## config.mk

```make
export PLATFORM = sky130hd
export DESIGN_NAME = red_pixel_centroid_core
export DESIGN_NICKNAME = d
export VERILOG_FILES = /design/src/sv/rpc_pkg.sv /design/src/sv/red_pixel_centroid_core.sv /design/src/sv/rpc_front.sv /design/src/sv/rpc_queue.sv /design/src/sv/rpc_back.sv
export VERILOG_INCLUDE_DIRS = /design/src /design/src/sv
export SDC_FILE = /design/constraint.sdc
export NUM_CORES = 1
export LEC_CHECK = 0
export BUFFER_PORTS_ARGS = -buffer_cell sky130_fd_sc_hd__buf_2
export CAP_MARGIN = 20
export CORE_MARGIN = 3
export CORE_UTILIZATION = 58
export CTS_BUF_LIST = sky130_fd_sc_hd__clkbuf_8
export DETAILED_ROUTE_END_ITERATION = 16
export PLACE_DENSITY_LB_ADDON = 0.05
export SLEW_MARGIN = 20
export SYNTH_ARGS = -nofsm -noshare
export SYNTH_HDL_FRONTEND = slang
export SYNTH_SLANG_ARGS = --single-unit
```

## constraint.sdc

```tcl
create_clock -name clk -period 4.7 [get_ports clk]
set_input_delay 0.705 -clock clk [delete_from_list [all_inputs] [get_ports clk]]
set_output_delay 0.705 -clock clk [all_outputs]
set_load 0.01 [all_outputs]
```

## src/sv/assert_macros.svh

```systemverilog
// assertion macros used by the top level of the core
`ifndef ASSERT_MACROS_SVH
`define ASSERT_MACROS_SVH
`ifndef SYNTH
// same-cycle implication, checked out of reset
`define ASSERT_IMPLIES(label, clk, rst_n, ante, cons, msg) \
    label: assert property (@(posedge clk) disable iff (!rst_n) (ante) |-> (cons)) \
        else $error(msg);
// next-cycle implication, checked out of reset
`define ASSERT_NEXT(label, clk, rst_n, ante, cons, msg) \
    label: assert property (@(posedge clk) disable iff (!rst_n) (ante) |=> (cons)) \
        else $error(msg);
`else
`define ASSERT_IMPLIES(label, clk, rst_n, ante, cons, msg)
`define ASSERT_NEXT(label, clk, rst_n, ante, cons, msg)
`endif
`endif

```

## src/sv/rpc_pkg.sv

```systemverilog
// shared types and constants of the red pixel centroid core
package rpc_pkg;

    localparam int CHAN_W   = 8;
    localparam int COORD_W  = 10;
    localparam int SUM_W    = 30;
    localparam int COUNT_W  = 21;
    localparam int FRAC_W   = 4;
    localparam int Q4_W     = 14;
    localparam int CFG_W    = 21;
    localparam int CFG_IDX_W = 1;

    localparam int QUEUE_DEPTH = 2;
    localparam int QPTR_W      = 1;
    localparam int QCNT_W      = 2;

    // register indexes of the configuration port
    localparam logic [CFG_IDX_W-1:0] REG_RED_OFFSET = 1'd0;
    localparam logic [CFG_IDX_W-1:0] REG_MIN_PIXELS = 1'd1;

    localparam logic [CHAN_W-1:0]  RED_OFFSET_RST = 8'd10;
    localparam logic [COUNT_W-1:0] MIN_PIXELS_RST = 21'd5;

    // totals of one frame, handed from front to back
    typedef struct packed {
        logic               found;
        logic [SUM_W-1:0]   col_sum;
        logic [SUM_W-1:0]   row_sum;
        logic [COUNT_W-1:0] count;
    } frame_sum_t;

    // queue status seen by both sides
    typedef struct packed {
        logic full;
        logic empty;
    } q_status_t;

endpackage

```

## src/sv/red_pixel_centroid_core.sv

```systemverilog
// top level of the red pixel centroid core
// Takes one pixel beat per cycle with no gaps of its own: the red test and the
// col/row/count accumulation finish in the cycle the beat is accepted. The beat
// that carries frame_end drops the frame totals into a two-entry queue; the back
// end then divides both sums by the count with a radix-2 restoring divider, one
// quotient bit per cycle for col and row in parallel; a frame with nothing found
// skips the divider, and res_stall holds the previous result. pix_stall rises
// only while both queue entries are taken, which needs frames to end faster than
// the back end takes them, or a long stall on the result side. The pixel count
// stops at the smaller of MAX_WIDTH*MAX_HEIGHT and 2^20; red pixels past that
// are ignored.
`include "assert_macros.svh"

module red_pixel_centroid_core #(
    parameter int MAX_WIDTH  = 1024,
    parameter int MAX_HEIGHT = 1024
) (
    input  logic                           clk,
    input  logic                           rst_n,
    input  logic                           cfg_wen,
    input  logic [rpc_pkg::CFG_IDX_W-1:0]  cfg_index,
    input  logic [rpc_pkg::CFG_W-1:0]      cfg_data,
    input  logic                           pix_valid,
    output logic                           pix_stall,
    input  logic [rpc_pkg::CHAN_W-1:0]     red,
    input  logic [rpc_pkg::CHAN_W-1:0]     green,
    input  logic [rpc_pkg::CHAN_W-1:0]     blue,
    input  logic [rpc_pkg::COORD_W-1:0]    col,
    input  logic [rpc_pkg::COORD_W-1:0]    row,
    input  logic                           frame_end,
    output logic                           res_valid,
    input  logic                           res_stall,
    output logic                           found,
    output logic [rpc_pkg::Q4_W-1:0]       mean_col_q4,
    output logic [rpc_pkg::Q4_W-1:0]       mean_row_q4
);
    import rpc_pkg::*;

    localparam longint AREA      = longint'(MAX_WIDTH) * longint'(MAX_HEIGHT);
    localparam longint COUNT_LIM = 64'd1048576;
    localparam logic [COUNT_W-1:0] COUNT_CAP =
        (AREA < COUNT_LIM) ? COUNT_W'(AREA) : COUNT_W'(COUNT_LIM);

    logic [CHAN_W-1:0]  red_offset_reg;
    logic [COUNT_W-1:0] min_pixels_reg;
    q_status_t          q_stat;
    frame_sum_t         push_data, pop_data;
    logic               q_push, q_pop;

    // configuration registers
    always_ff @(posedge clk or negedge rst_n)
    begin
        if (!rst_n)
        begin
            red_offset_reg <= RED_OFFSET_RST;
            min_pixels_reg <= MIN_PIXELS_RST;
        end
        else if (cfg_wen)
        begin
            unique case (cfg_index)
                REG_RED_OFFSET: red_offset_reg <= cfg_data[CHAN_W-1:0];
                REG_MIN_PIXELS: min_pixels_reg <= cfg_data[COUNT_W-1:0];
                default: ;
            endcase
        end
    end

    // pixel classification and accumulation
    rpc_front #(
        .COUNT_CAP (COUNT_CAP)
    ) u_front (
        .clk        (clk),
        .rst_n      (rst_n),
        .pix_valid  (pix_valid),
        .red        (red),
        .green      (green),
        .blue       (blue),
        .col        (col),
        .row        (row),
        .frame_end  (frame_end),
        .red_offset (red_offset_reg),
        .min_pixels (min_pixels_reg),
        .q_stat     (q_stat),
        .pix_stall  (pix_stall),
        .push       (q_push),
        .push_data  (push_data)
    );

    // frame totals queue
    rpc_queue u_queue (
        .clk       (clk),
        .rst_n     (rst_n),
        .push      (q_push),
        .push_data (push_data),
        .pop       (q_pop),
        .pop_data  (pop_data),
        .q_stat    (q_stat)
    );

    // division and result beat
    rpc_back u_back (
        .clk         (clk),
        .rst_n       (rst_n),
        .q_stat      (q_stat),
        .pop_data    (pop_data),
        .pop         (q_pop),
        .res_valid   (res_valid),
        .res_stall   (res_stall),
        .found       (found),
        .mean_col_q4 (mean_col_q4),
        .mean_row_q4 (mean_row_q4)
    );

    // checks
    `ASSERT_IMPLIES(a_no_overflow, clk, rst_n, q_stat.full, !q_push, "push into full queue")
    `ASSERT_IMPLIES(a_no_underflow, clk, rst_n, q_pop, !q_stat.empty, "pop from empty queue")
    `ASSERT_IMPLIES(a_zero_when_missing, clk, rst_n, res_valid && !found,
        (mean_col_q4 == '0) && (mean_row_q4 == '0), "nonzero mean without found")
    `ASSERT_NEXT(a_result_after_pop, clk, rst_n, q_pop && !pop_data.found,
        res_valid && !found, "missing result for empty frame")

endmodule

```

## src/sv/rpc_front.sv

```systemverilog
// front part: red test per pixel and per-frame accumulation
module rpc_front #(
    parameter logic [20:0] COUNT_CAP = 21'd1048576
) (
    input  logic                          clk,
    input  logic                          rst_n,
    input  logic                          pix_valid,
    input  logic [rpc_pkg::CHAN_W-1:0]    red,
    input  logic [rpc_pkg::CHAN_W-1:0]    green,
    input  logic [rpc_pkg::CHAN_W-1:0]    blue,
    input  logic [rpc_pkg::COORD_W-1:0]   col,
    input  logic [rpc_pkg::COORD_W-1:0]   row,
    input  logic                          frame_end,
    input  logic [rpc_pkg::CHAN_W-1:0]    red_offset,
    input  logic [rpc_pkg::COUNT_W-1:0]   min_pixels,
    input  rpc_pkg::q_status_t            q_stat,
    output logic                          pix_stall,
    output logic                          push,
    output rpc_pkg::frame_sum_t           push_data
);
    import rpc_pkg::*;

    logic [SUM_W-1:0]   col_sum_reg, col_sum_next;
    logic [SUM_W-1:0]   row_sum_reg, row_sum_next;
    logic [COUNT_W-1:0] count_reg, count_next;
    logic [10:0]        red_x2, blue_x3, green_x3, off_x2;
    logic               is_red;
    logic               accept;

    // hold the stream only while no frame slot is free
    assign pix_stall = q_stat.full;
    assign accept    = pix_valid && !pix_stall;

    // exact form of red > 1.5 * other + offset
    assign red_x2   = {2'b00, red, 1'b0};
    assign off_x2   = {2'b00, red_offset, 1'b0};
    assign blue_x3  = {3'b000, blue} + {2'b00, blue, 1'b0};
    assign green_x3 = {3'b000, green} + {2'b00, green, 1'b0};
    assign is_red   = (red_x2 > (blue_x3 + off_x2)) && (red_x2 > (green_x3 + off_x2))
                      && (count_reg < COUNT_CAP);

    // running totals including the current beat
    always_comb
    begin
        col_sum_next = col_sum_reg;
        row_sum_next = row_sum_reg;
        count_next   = count_reg;
        if (is_red)
        begin
            col_sum_next = col_sum_reg + {{(SUM_W-COORD_W){1'b0}}, col};
            row_sum_next = row_sum_reg + {{(SUM_W-COORD_W){1'b0}}, row};
            count_next   = count_reg + {{(COUNT_W-1){1'b0}}, 1'b1};
        end
    end

    // frame totals go to the queue on the last beat
    assign push              = accept && frame_end;
    assign push_data.found   = count_next > min_pixels;
    assign push_data.col_sum = col_sum_next;
    assign push_data.row_sum = row_sum_next;
    assign push_data.count   = count_next;

    // accumulators, cleared after each frame end
    always_ff @(posedge clk or negedge rst_n)
    begin
        if (!rst_n)
        begin
            col_sum_reg <= '0;
            row_sum_reg <= '0;
            count_reg   <= '0;
        end
        else if (accept)
        begin
            if (frame_end)
            begin
                col_sum_reg <= '0;
                row_sum_reg <= '0;
                count_reg   <= '0;
            end
            else
            begin
                col_sum_reg <= col_sum_next;
                row_sum_reg <= row_sum_next;
                count_reg   <= count_next;
            end
        end
    end

endmodule

```

## src/sv/rpc_queue.sv

```systemverilog
// short queue of frame totals between front and back
module rpc_queue (
    input  logic                clk,
    input  logic                rst_n,
    input  logic                push,
    input  rpc_pkg::frame_sum_t push_data,
    input  logic                pop,
    output rpc_pkg::frame_sum_t pop_data,
    output rpc_pkg::q_status_t  q_stat
);
    import rpc_pkg::*;

    frame_sum_t         slot_reg [QUEUE_DEPTH];
    logic [QPTR_W-1:0]  wr_ptr_reg, rd_ptr_reg;
    logic [QCNT_W-1:0]  fill_reg;

    assign q_stat.full  = fill_reg == QCNT_W'(QUEUE_DEPTH);
    assign q_stat.empty = fill_reg == '0;
    assign pop_data     = slot_reg[rd_ptr_reg];

    // storage slots
    always_ff @(posedge clk)
    begin
        if (push)
        begin
            slot_reg[wr_ptr_reg] <= push_data;
        end
    end

    // pointers and fill level
    always_ff @(posedge clk or negedge rst_n)
    begin
        if (!rst_n)
        begin
            wr_ptr_reg <= '0;
            rd_ptr_reg <= '0;
            fill_reg   <= '0;
        end
        else
        begin
            if (push)
            begin
                wr_ptr_reg <= (wr_ptr_reg == QPTR_W'(QUEUE_DEPTH - 1)) ? '0
                              : wr_ptr_reg + {{(QPTR_W-1){1'b0}}, 1'b1};
            end
            if (pop)
            begin
                rd_ptr_reg <= (rd_ptr_reg == QPTR_W'(QUEUE_DEPTH - 1)) ? '0
                              : rd_ptr_reg + {{(QPTR_W-1){1'b0}}, 1'b1};
            end
            if (push && !pop)
            begin
                fill_reg <= fill_reg + {{(QCNT_W-1){1'b0}}, 1'b1};
            end
            else if (pop && !push)
            begin
                fill_reg <= fill_reg - {{(QCNT_W-1){1'b0}}, 1'b1};
            end
        end
    end

endmodule

```

## src/sv/rpc_back.sv

```systemverilog
// back part: serial division of both sums and the result register
module rpc_back (
    input  logic                         clk,
    input  logic                         rst_n,
    input  rpc_pkg::q_status_t           q_stat,
    input  rpc_pkg::frame_sum_t          pop_data,
    output logic                         pop,
    output logic                         res_valid,
    input  logic                         res_stall,
    output logic                         found,
    output logic [rpc_pkg::Q4_W-1:0]     mean_col_q4,
    output logic [rpc_pkg::Q4_W-1:0]     mean_row_q4
);
    import rpc_pkg::*;

    typedef enum logic [1:0] {
        ST_IDLE,
        ST_DIV,
        ST_HOLD
    } state_t;

    // partial remainder and dividend/quotient shift word
    typedef struct packed {
        logic [COUNT_W-1:0] rem;
        logic [Q4_W-1:0]    shift;
    } div_t;

    state_t             state_reg, state_next;
    div_t               col_div_reg, col_div_next, col_div_step;
    div_t               row_div_reg, row_div_next, row_div_step;
    logic [COUNT_W-1:0] count_reg, count_next;
    logic [3:0]         step_reg, step_next;
    logic               valid_reg, valid_next;
    logic               found_reg, found_next;
    logic [Q4_W-1:0]    mean_col_reg, mean_col_next;
    logic [Q4_W-1:0]    mean_row_reg, mean_row_next;

    // one restoring step: one quotient bit
    function automatic div_t div_step(div_t cur, logic [COUNT_W-1:0] divisor);
        logic [COUNT_W:0] trial;
        logic [COUNT_W:0] diff;
        logic             qbit;
        div_t             nxt;
        trial = {cur.rem, cur.shift[Q4_W-1]};
        diff  = trial - {1'b0, divisor};
        qbit  = trial >= {1'b0, divisor};
        nxt.rem   = qbit ? diff[COUNT_W-1:0] : trial[COUNT_W-1:0];
        nxt.shift = {cur.shift[Q4_W-2:0], qbit};
        return nxt;
    endfunction

    assign col_div_step = div_step(col_div_reg, count_reg);
    assign row_div_step = div_step(row_div_reg, count_reg);

    assign res_valid   = valid_reg;
    assign found       = found_reg;
    assign mean_col_q4 = mean_col_reg;
    assign mean_row_q4 = mean_row_reg;

    // sequencer: take a frame, divide if found, hold the result beat
    always_comb
    begin
        state_next    = state_reg;
        col_div_next  = col_div_reg;
        row_div_next  = row_div_reg;
        count_next    = count_reg;
        step_next     = step_reg;
        valid_next    = valid_reg;
        found_next    = found_reg;
        mean_col_next = mean_col_reg;
        mean_row_next = mean_row_reg;
        pop           = 1'b0;
        unique case (state_reg)
            ST_IDLE:
            begin
                if (!q_stat.empty)
                begin
                    pop        = 1'b1;
                    count_next = pop_data.count;
                    if (pop_data.found)
                    begin
                        // high sum bits are already below the count
                        col_div_next.rem   = {1'b0, pop_data.col_sum[SUM_W-1:COORD_W]};
                        col_div_next.shift = {pop_data.col_sum[COORD_W-1:0], {FRAC_W{1'b0}}};
                        row_div_next.rem   = {1'b0, pop_data.row_sum[SUM_W-1:COORD_W]};
                        row_div_next.shift = {pop_data.row_sum[COORD_W-1:0], {FRAC_W{1'b0}}};
                        step_next          = '0;
                        state_next         = ST_DIV;
                    end
                    else
                    begin
                        found_next    = 1'b0;
                        mean_col_next = '0;
                        mean_row_next = '0;
                        valid_next    = 1'b1;
                        state_next    = ST_HOLD;
                    end
                end
            end
            ST_DIV:
            begin
                col_div_next = col_div_step;
                row_div_next = row_div_step;
                step_next    = step_reg + 4'd1;
                if (step_reg == 4'(Q4_W - 1))
                begin
                    found_next    = 1'b1;
                    mean_col_next = col_div_step.shift;
                    mean_row_next = row_div_step.shift;
                    valid_next    = 1'b1;
                    state_next    = ST_HOLD;
                end
            end
            ST_HOLD:
            begin
                if (!res_stall)
                begin
                    valid_next = 1'b0;
                    state_next = ST_IDLE;
                end
            end
            default:
            begin
                state_next = ST_IDLE;
            end
        endcase
    end

    // state, divider and result registers
    always_ff @(posedge clk or negedge rst_n)
    begin
        if (!rst_n)
        begin
            state_reg    <= ST_IDLE;
            col_div_reg  <= '0;
            row_div_reg  <= '0;
            count_reg    <= '0;
            step_reg     <= '0;
            valid_reg    <= 1'b0;
            found_reg    <= 1'b0;
            mean_col_reg <= '0;
            mean_row_reg <= '0;
        end
        else
        begin
            state_reg    <= state_next;
            col_div_reg  <= col_div_next;
            row_div_reg  <= row_div_next;
            count_reg    <= count_next;
            step_reg     <= step_next;
            valid_reg    <= valid_next;
            found_reg    <= found_next;
            mean_col_reg <= mean_col_next;
            mean_row_reg <= mean_row_next;
        end
    end

endmodule
```

==> metrics, run 1 <==
status complete, but fails checks; drt first-iter violations roughly 1400; area of the core 40200 sq um; RSZ-0062 raised after global routing true; max reg flops roughly 160; Total GRT Usage 0.279; critical path type input port to flop; pre-CTS worst setup slack -1.68 ns; GP Congestion 0.909; Register Area around 11000 sq um; Sw Share 0.420; # diodes 0; largest family of logic cells by synthesized area simple AND/OR/NAND/NOR gates; Sw Pwr 7.43 mW; Synth Area in XOR/XNOR 0.0454; final net count 2766; Synth Warn # 0; Layout Skew 0.0223 ns; first-pass GRT wire length roughly 99000 um; I/O Pins around 100; Final period util 1.20; CP startpoint kind input port; WP data required slightly above 5 ns; Mean Syn Cell Area around 10 sq um; Worst-Margin Slew 1.00 ns; Power, Total around 18 mW; #FFs+latches synth 405; largest buffer count on any clock path 3; Die Ht around 210 um; cts hold-fix bufs 0; Main synth FF type dfrtp_1; synthesized area between 20000 and 25000 sq um; sequential fraction of design power 0.302; Via density 6.10; peak supply drop about 0.44 mV; adder-cell share of the synthesized area 0.0784; sum of negative setup slack -20.85 ns; standard-cell rows 73; WL final just over 60000 um; final worst slack -0.925 ns; routed vias between 15000 and 20000; crit end category flop; multiplexer share of the synthesized area 0.0750; Final Hold Vio Count 0; Clk Latency, worst-skew pair between 0.6 and 0.7 ns; largest net degree at the start of global routing roughly 110; Multi-input gate area between 10000 and 15000 sq um; chip width approximately 210 um; most used cell, CP o21a_1; DR pass1 iterations 5; Crit path largest cell delay around 0.50 ns; TritonCTS clock tree yes; Post-synth EDFFs roughly 160; Comb power frac 0.501; WP data arrival 5.97 ns; leak pwr 12.5 nW; WL/cell between 15 and 20 um; violations in the final reports setup timing; Routed Antenna Nets 0; die area between 40000 and 50000 sq um; CTS Buf Count 71; share of cells above drive strength 1 0.203; max cap viols 0; DP Wirelength ~42000 um; Slowest cell on crit path or4_4; post-synthesis cell count 2348; H-tree lvl count 3; Synth cell types 92; Clock Sinks between 400 and 500; Clock transition at path regs around 0.060 ns; root buffer cell clkbuf_8; Slew Limit Fails 0; crit-path max FO 5; post-synthesis compound-gate area fraction 0.144; Pint roughly 10 mW; power per cell area between 600 and 700 nW/um^2; simple-gate share of the synthesized area 0.160; Slew HR 0.315; area grow syn2layout 17.0%; Hold Crit Class input port to asynchronous set/reset pin; vias in the first global route ~18000; ys async rst share 0.595; Clock Power Share 0.197; Fillers slightly above 3000; starting density of the core 0.595; Max Fclk around 0.18 GHz; port bufs slightly above 100; sequential fraction of the synthesis area 0.459; Mapped Nets 2565; global route total overflow 0; DRC Markers 0; final setup vio count ~160; fin crit period between 5 and 6 ns; initial antenna violation count 1
-- cells by family after synthesis --
group                    Yosys count
buffers and inverters            228
flip-flops                       405
adder cells (fa/ha/maj)          145
AND/OR/NAND/NOR                  747
XOR/XNOR                         124
multiplexers                     171
AO/OA/AOI/OAI                    528
-- synth_stat cells, drive strengths merged (21+ instances only) --
master | n | area [sq um]
a21o | 34 | 255
a21oi | 100 | 500
a22o | 23 | 201
a22oi | 29 | 218
and3 | 25 | 156
buf | 38 | 205
clkbuf | 86 | 323
dfrtp | 237 | 5930
edfxtp | 164 | 4920
ha | 137 | 1710
inv | 104 | 390
mux2 | 59 | 664
mux2i | 112 | 1130
nand2 | 224 | 843
nand2b | 25 | 156
nand3 | 107 | 553
nand4 | 31 | 213
nor2 | 121 | 454
nor2b | 47 | 294
nor3 | 68 | 402
o211ai | 26 | 195
o21a | 21 | 158
o21ai | 168 | 841
xnor2 | 70 | 613
xor2 | 54 | 473
-- placed cells by master (no fill, tap or decap), types with 34 or more instances in the layout --
cell	Yosys	final
nand2_1	223	219
nor3_1	57	46
nor2_1	121	117
o21ai_0	163	145
xnor2_1	70	61
buf_2	17	98
clkbuf_8	0	87
xor2_1	54	46
inv_1	104	122
buf_4	5	138
mux2_2	53	47
mux2i_1	110	110
nand3_1	105	105
dfrtp_1	237	236
a21o_1	34	34
a21oi_1	100	96
nor2b_1	47	45
ha_1	137	133
edfxtp_1	164	164
-- area by class of cell --
type / count / share of cell area
multi-input cells: 1715 / 0.449
flip-flops and latches: 405 / 0.392
repair buffers: 252 / 0.0662
clock buffers: 87 / 0.0428
well taps: 525 / 0.0235
inverters: 104 / 0.0140
clock inverters: 42 / 0.0120
-- worst paths after layout --
check                      cells past startpoint                   from  slack (ns)                 endpoint
hold reg to reg                                2  u_back.mean_col_q4[8]        0.47    u_back.mean_col_q4[8]
hold / removal                                 1                  rst_n        0.10     u_back.count_reg[12]
setup reg to reg                              25      red_offset_reg[1]       -0.37  u_queue.slot_reg[1][81]
max in group asynchronous                      2                  rst_n        3.42        min_pixels_reg[0]
setup / recovery                              32                blue[0]       -0.93  u_queue.slot_reg[1][81]
min in group clk                               2            cfg_data[8]        0.33        min_pixels_reg[8]
-- routing by layer --
metal / vias to the layer above / part of all wire / GRT usage
met5: - / 0 / 0
met2: 598 / 0.46 / 0.428
met4: 0 / 0.028 / 0.0905
li1: 8999 / - / -
met1: 9370 / 0.45 / 0.413
met3: 121 / 0.059 / 0.0369
-- worst max-delay path, delay by kind of cell --
| kind | cells | cell delay, ns |
|---|---|---|
| buffers and inverters | 3 | 0.26 |
| multiplexers | 1 | 0.32 |
| adder cells (fa/ha/maj) | 5 | 1.14 |
| AND/OR/NAND/NOR | 9 | 1.63 |
| AO/OA/AOI/OAI | 12 | 1.57 |
| XOR/XNOR | 2 | 0.34 |
-- stage by stage --
stage | area (sq um) | std cells | util | hold slack (ns)
finish | 28000 | 3130 | 0.696 | 0.100
global route | 28000 | 3130 | 0.696 | 0.180
CTS | 27700 | 3125 | 0.690 | 0.168
detailed placement | 25800 | 2984 | 0.641 | 0.463
global placement | 25800 | 2984 | 0.641 | 0.458
floorplan | 24100 | 2348 | - | 0.409
-- power by group through the flow --
stage / Sequential [mW] / Combinational (mW) / Clock, mW
floorplan: 5.15 / 6.44 / 0
global placement: 5.35 / 8.28 / 0
detailed placement: 5.39 / 8.52 / 0
CTS: 5.33 / 8.71 / 3.54
global route: 5.45 / 9.76 / 3.71
finish: 5.35 / 8.87 / 3.48
-- what timing repair did --
action / in CTS / in global routing
endpoints found under the setup margin: 214 / 221
resized for setup: 49 / 52
pin swaps: 13 / 20
setup buffers: 10 / 5
gates cloned: 3 / 0
(Power assumes the default switching activity.)
==> run 2, diff against run 1 <==
--- a/config.mk
+++ b/config.mk
@@ -12,6 +12,7 @@
 export CORE_UTILIZATION = 58
 export CTS_BUF_LIST = sky130_fd_sc_hd__clkbuf_8
 export DETAILED_ROUTE_END_ITERATION = 16
+export GPL_ROUTABILITY_DRIVEN = 0
 export PLACE_DENSITY_LB_ADDON = 0.05
 export SLEW_MARGIN = 20
 export SYNTH_ARGS = -nofsm -noshare
==> constraint.sdc (replaced) <==
create_clock -name clk -period 4.7 [get_ports clk]
set_input_delay 0.235 -clock clk [delete_from_list [all_inputs] [get_ports clk]]
set_output_delay 0.235 -clock clk [all_outputs]
set_load 0.01 [all_outputs]
==> run 2 against run 1 <==
Compared with the run above: the run still ends with setup timing left; die area unchanged; utilization down 0.75 points; via count down 0.78%; clock-buffer cell count down 11; wire length down 2.1%; first-iteration DRC count up 8.7%; combinational power down 2.6%; worst setup slack better by 0.39 ns; worst hold slack worse by 0.047 ns; final cell count up 0.58%; sequential power about the same; critical path type unchanged.
==> metrics, run 2 (synthesis gave the netlist of run 1 again) <==
status complete, but fails checks; violations in the final reports setup timing; WP data required a little over 5 ns; routed vias ~19000; DP Wirelength a little over 40000 um; TritonCTS clock tree yes; fin crit period approximately 5.2 ns; initial antenna violation count 0; Pint around 10 mW; Sw Share 0.422; leak pwr roughly 12 nW; GRT busiest layer met2; Final period util 1.11; WL final 60500 um; largest buffer count on any clock path 3; root buffer cell clkbuf_8; post-layout util 0.688; area grow syn2layout 15.7%; sum of negative setup slack -1.07 ns; final setup vio count 2; CP startpoint kind input port; area of the core approximately 40000 sq um; final worst slack -0.534 ns; Slowest cell on crit path or4_4; chip width ~210 um; Hold Crit Class input port to flop; H-tree lvl count 3; final net count 2783; port bufs ~100; critical path type input port to flop; Max Fclk between 0.15 and 0.2 GHz; CTS Buf Count 72; Clock Power Share 0.193; M2 GR Usage 0.409; largest net degree at the start of global routing between 100 and 150; sequential fraction of design power 0.308; die area about 44000 sq um; standard-cell rows 73; most used cell, CP o21a_1; vias in the first global route approximately 18000; Layout Skew ~0.039 ns; RSZ-0062 raised after global routing true; max reg flops around 160; first-pass GRT wire length roughly 96000 um; Clock Sinks around 400; crit-path max FO 4; Final Non-Filler Cells roughly 3100; Routed Antenna Nets 0; Slew HR 0.247; most common cell after layout, fill and taps aside dfrtp_1; starting density of the core 0.595; Clock transition at path regs roughly 0.07 ns; Via density 6.02; share of cells above drive strength 1 0.180; peak supply drop between 0.4 and 0.5 mV; routing usage on met3 0.0431; Clk Latency, worst-skew pair between 0.6 and 0.7 ns; Buf/Inv on CP 3; Slew Limit Fails 0; DRC Markers 0; I/O Pins about 100; crit end category flop; Final Hold Vio Count 0; drt first-iter violations ~1600; Comb power frac 0.499; Worst-Margin Slew around 1.1 ns; max cap viols 0; # diodes 0; WP data arrival 5.59 ns; global route total overflow 0; DR pass1 iterations 6; CP delay by family, top compound AO/OA/AOI/OAI gates; pre-CTS worst setup slack -1.30 ns; Sw Pwr 7.30 mW; WL/cell approximately 19 um; Crit path largest cell delay between 0.5 and 0.6 ns; Total GRT Usage 0.270; Placed Cells incl. Taps between 2000 and 3000; met1 usage 0.401; Die Ht ~210 um; most frequent cells in the layout dfrtp_1, nand2_1, edfxtp_1; power per cell area between 600 and 700 nW/um^2
run 2: cell count changes in the layout (fill, tap and decap cells not counted), moves of 7 or more:
cell	delta
xor2_1	+7
o21ai_1	-12
and2_1	+8
nor3_4	-10
o21ai_0	+17
and2_4	-8
xnor2_1	+7
xnor2_2	-7
xor2_2	-7
mux2_4	-11
clkbuf_8	-11
dlygate4sd3_1	+23
run 2: path summary, 6_finish.rpt:
| path | slack [ns] | start | to | cells past startpoint |
|---|---|---|---|---|
| max reg2reg | -0.52 | red_offset_reg[1] | u_queue.slot_reg[1][81] | 25 |
| min | 0.05 | cfg_index | red_offset_reg[1] | 4 |
| max in group asynchronous | 3.16 | rst_n | u_back.mean_col_q4[1] | 3 |
| min reg2reg | 0.47 | u_back.mean_col_q4[8] | u_back.mean_col_q4[8] | 2 |
| max | -0.53 | blue[0] | u_queue.slot_reg[1][81] | 33 |
| min in group asynchronous | 0.25 | rst_n | u_back.count_reg[6] | 2 |
run 2: final cells by class:
| cell class | count | area, sq um |
|---|---|---|
| tap | 525 | 657 |
| inverter | 104 | 390 |
| multi-input combinational | 1715 | 12200 |
| sequential | 405 | 11000 |
| timing repair buffer | 268 | 1970 |
| clock buffer | 76 | 1050 |
| clock inverter | 55 | 399 |
| fill | 3135 | 12500 |
run 2: through the flow:
step           cell area [sq um]  hold WS, ns  power, mW
2_1_floorplan              24000      -0.0606       11.5
3_3_place_gp               25700        0.354       13.5
3_5_place_dp               25700        0.348       13.8
4_1_cts                    27500       0.0128       17.2
5_1_grt                    27700       0.0493       18.6
6_report                   27700       0.0534       17.3
run 2: worst reg2reg max path: stages (launching register included):
cell	delay, ns
dfstp_2	0.58
inv_1	0.13
fa_1	0.46
nor2b_1	0.17
o31ai_1	0.08
buf_4	0.14
nand2b_1	0.06
a21oi_1	0.07
xor2_1	0.15
ha_1	0.30
o21a_1	0.12
o21ai_0	0.07
or4_4	0.51
nor3_4	0.26
buf_6	0.16
nand3_4	0.07
mux2_4	0.32
ha_4	0.22
nor2b_1	0.12
o21a_1	0.16
o21a_1	0.16
o21a_1	0.17
o21bai_1	0.15
a21o_1	0.15
a21o_1	0.13
a21oi_2	0.06
run 2: repair_timing:
item | CTS | global route
hold endpoints to repair | 129 | 0
endpoints found under the setup margin | 98 | 151
buffers inserted | 11 | 1
gates cloned | 0 | 3
pin swaps | 14 | 10
resized for setup | 17 | 15
hold buffers | 23 | 0
run 2: metal layers:
layer	share of wire	wire (um)
met5	0	0
met4	0.027	1660
met1	0.46	27600
met3	0.067	4060
met2	0.45	27200
run 2: power groups by stage:
stage | registers [mW] | logic, mW | clock network [mW]
after global placement | 5.34 | 8.17 | 0
after floorplan | 5.15 | 6.40 | 0
after CTS | 5.32 | 8.51 | 3.40
after detailed placement | 5.38 | 8.39 | 0
final | 5.33 | 8.64 | 3.34
after global routing | 5.44 | 9.57 | 3.58
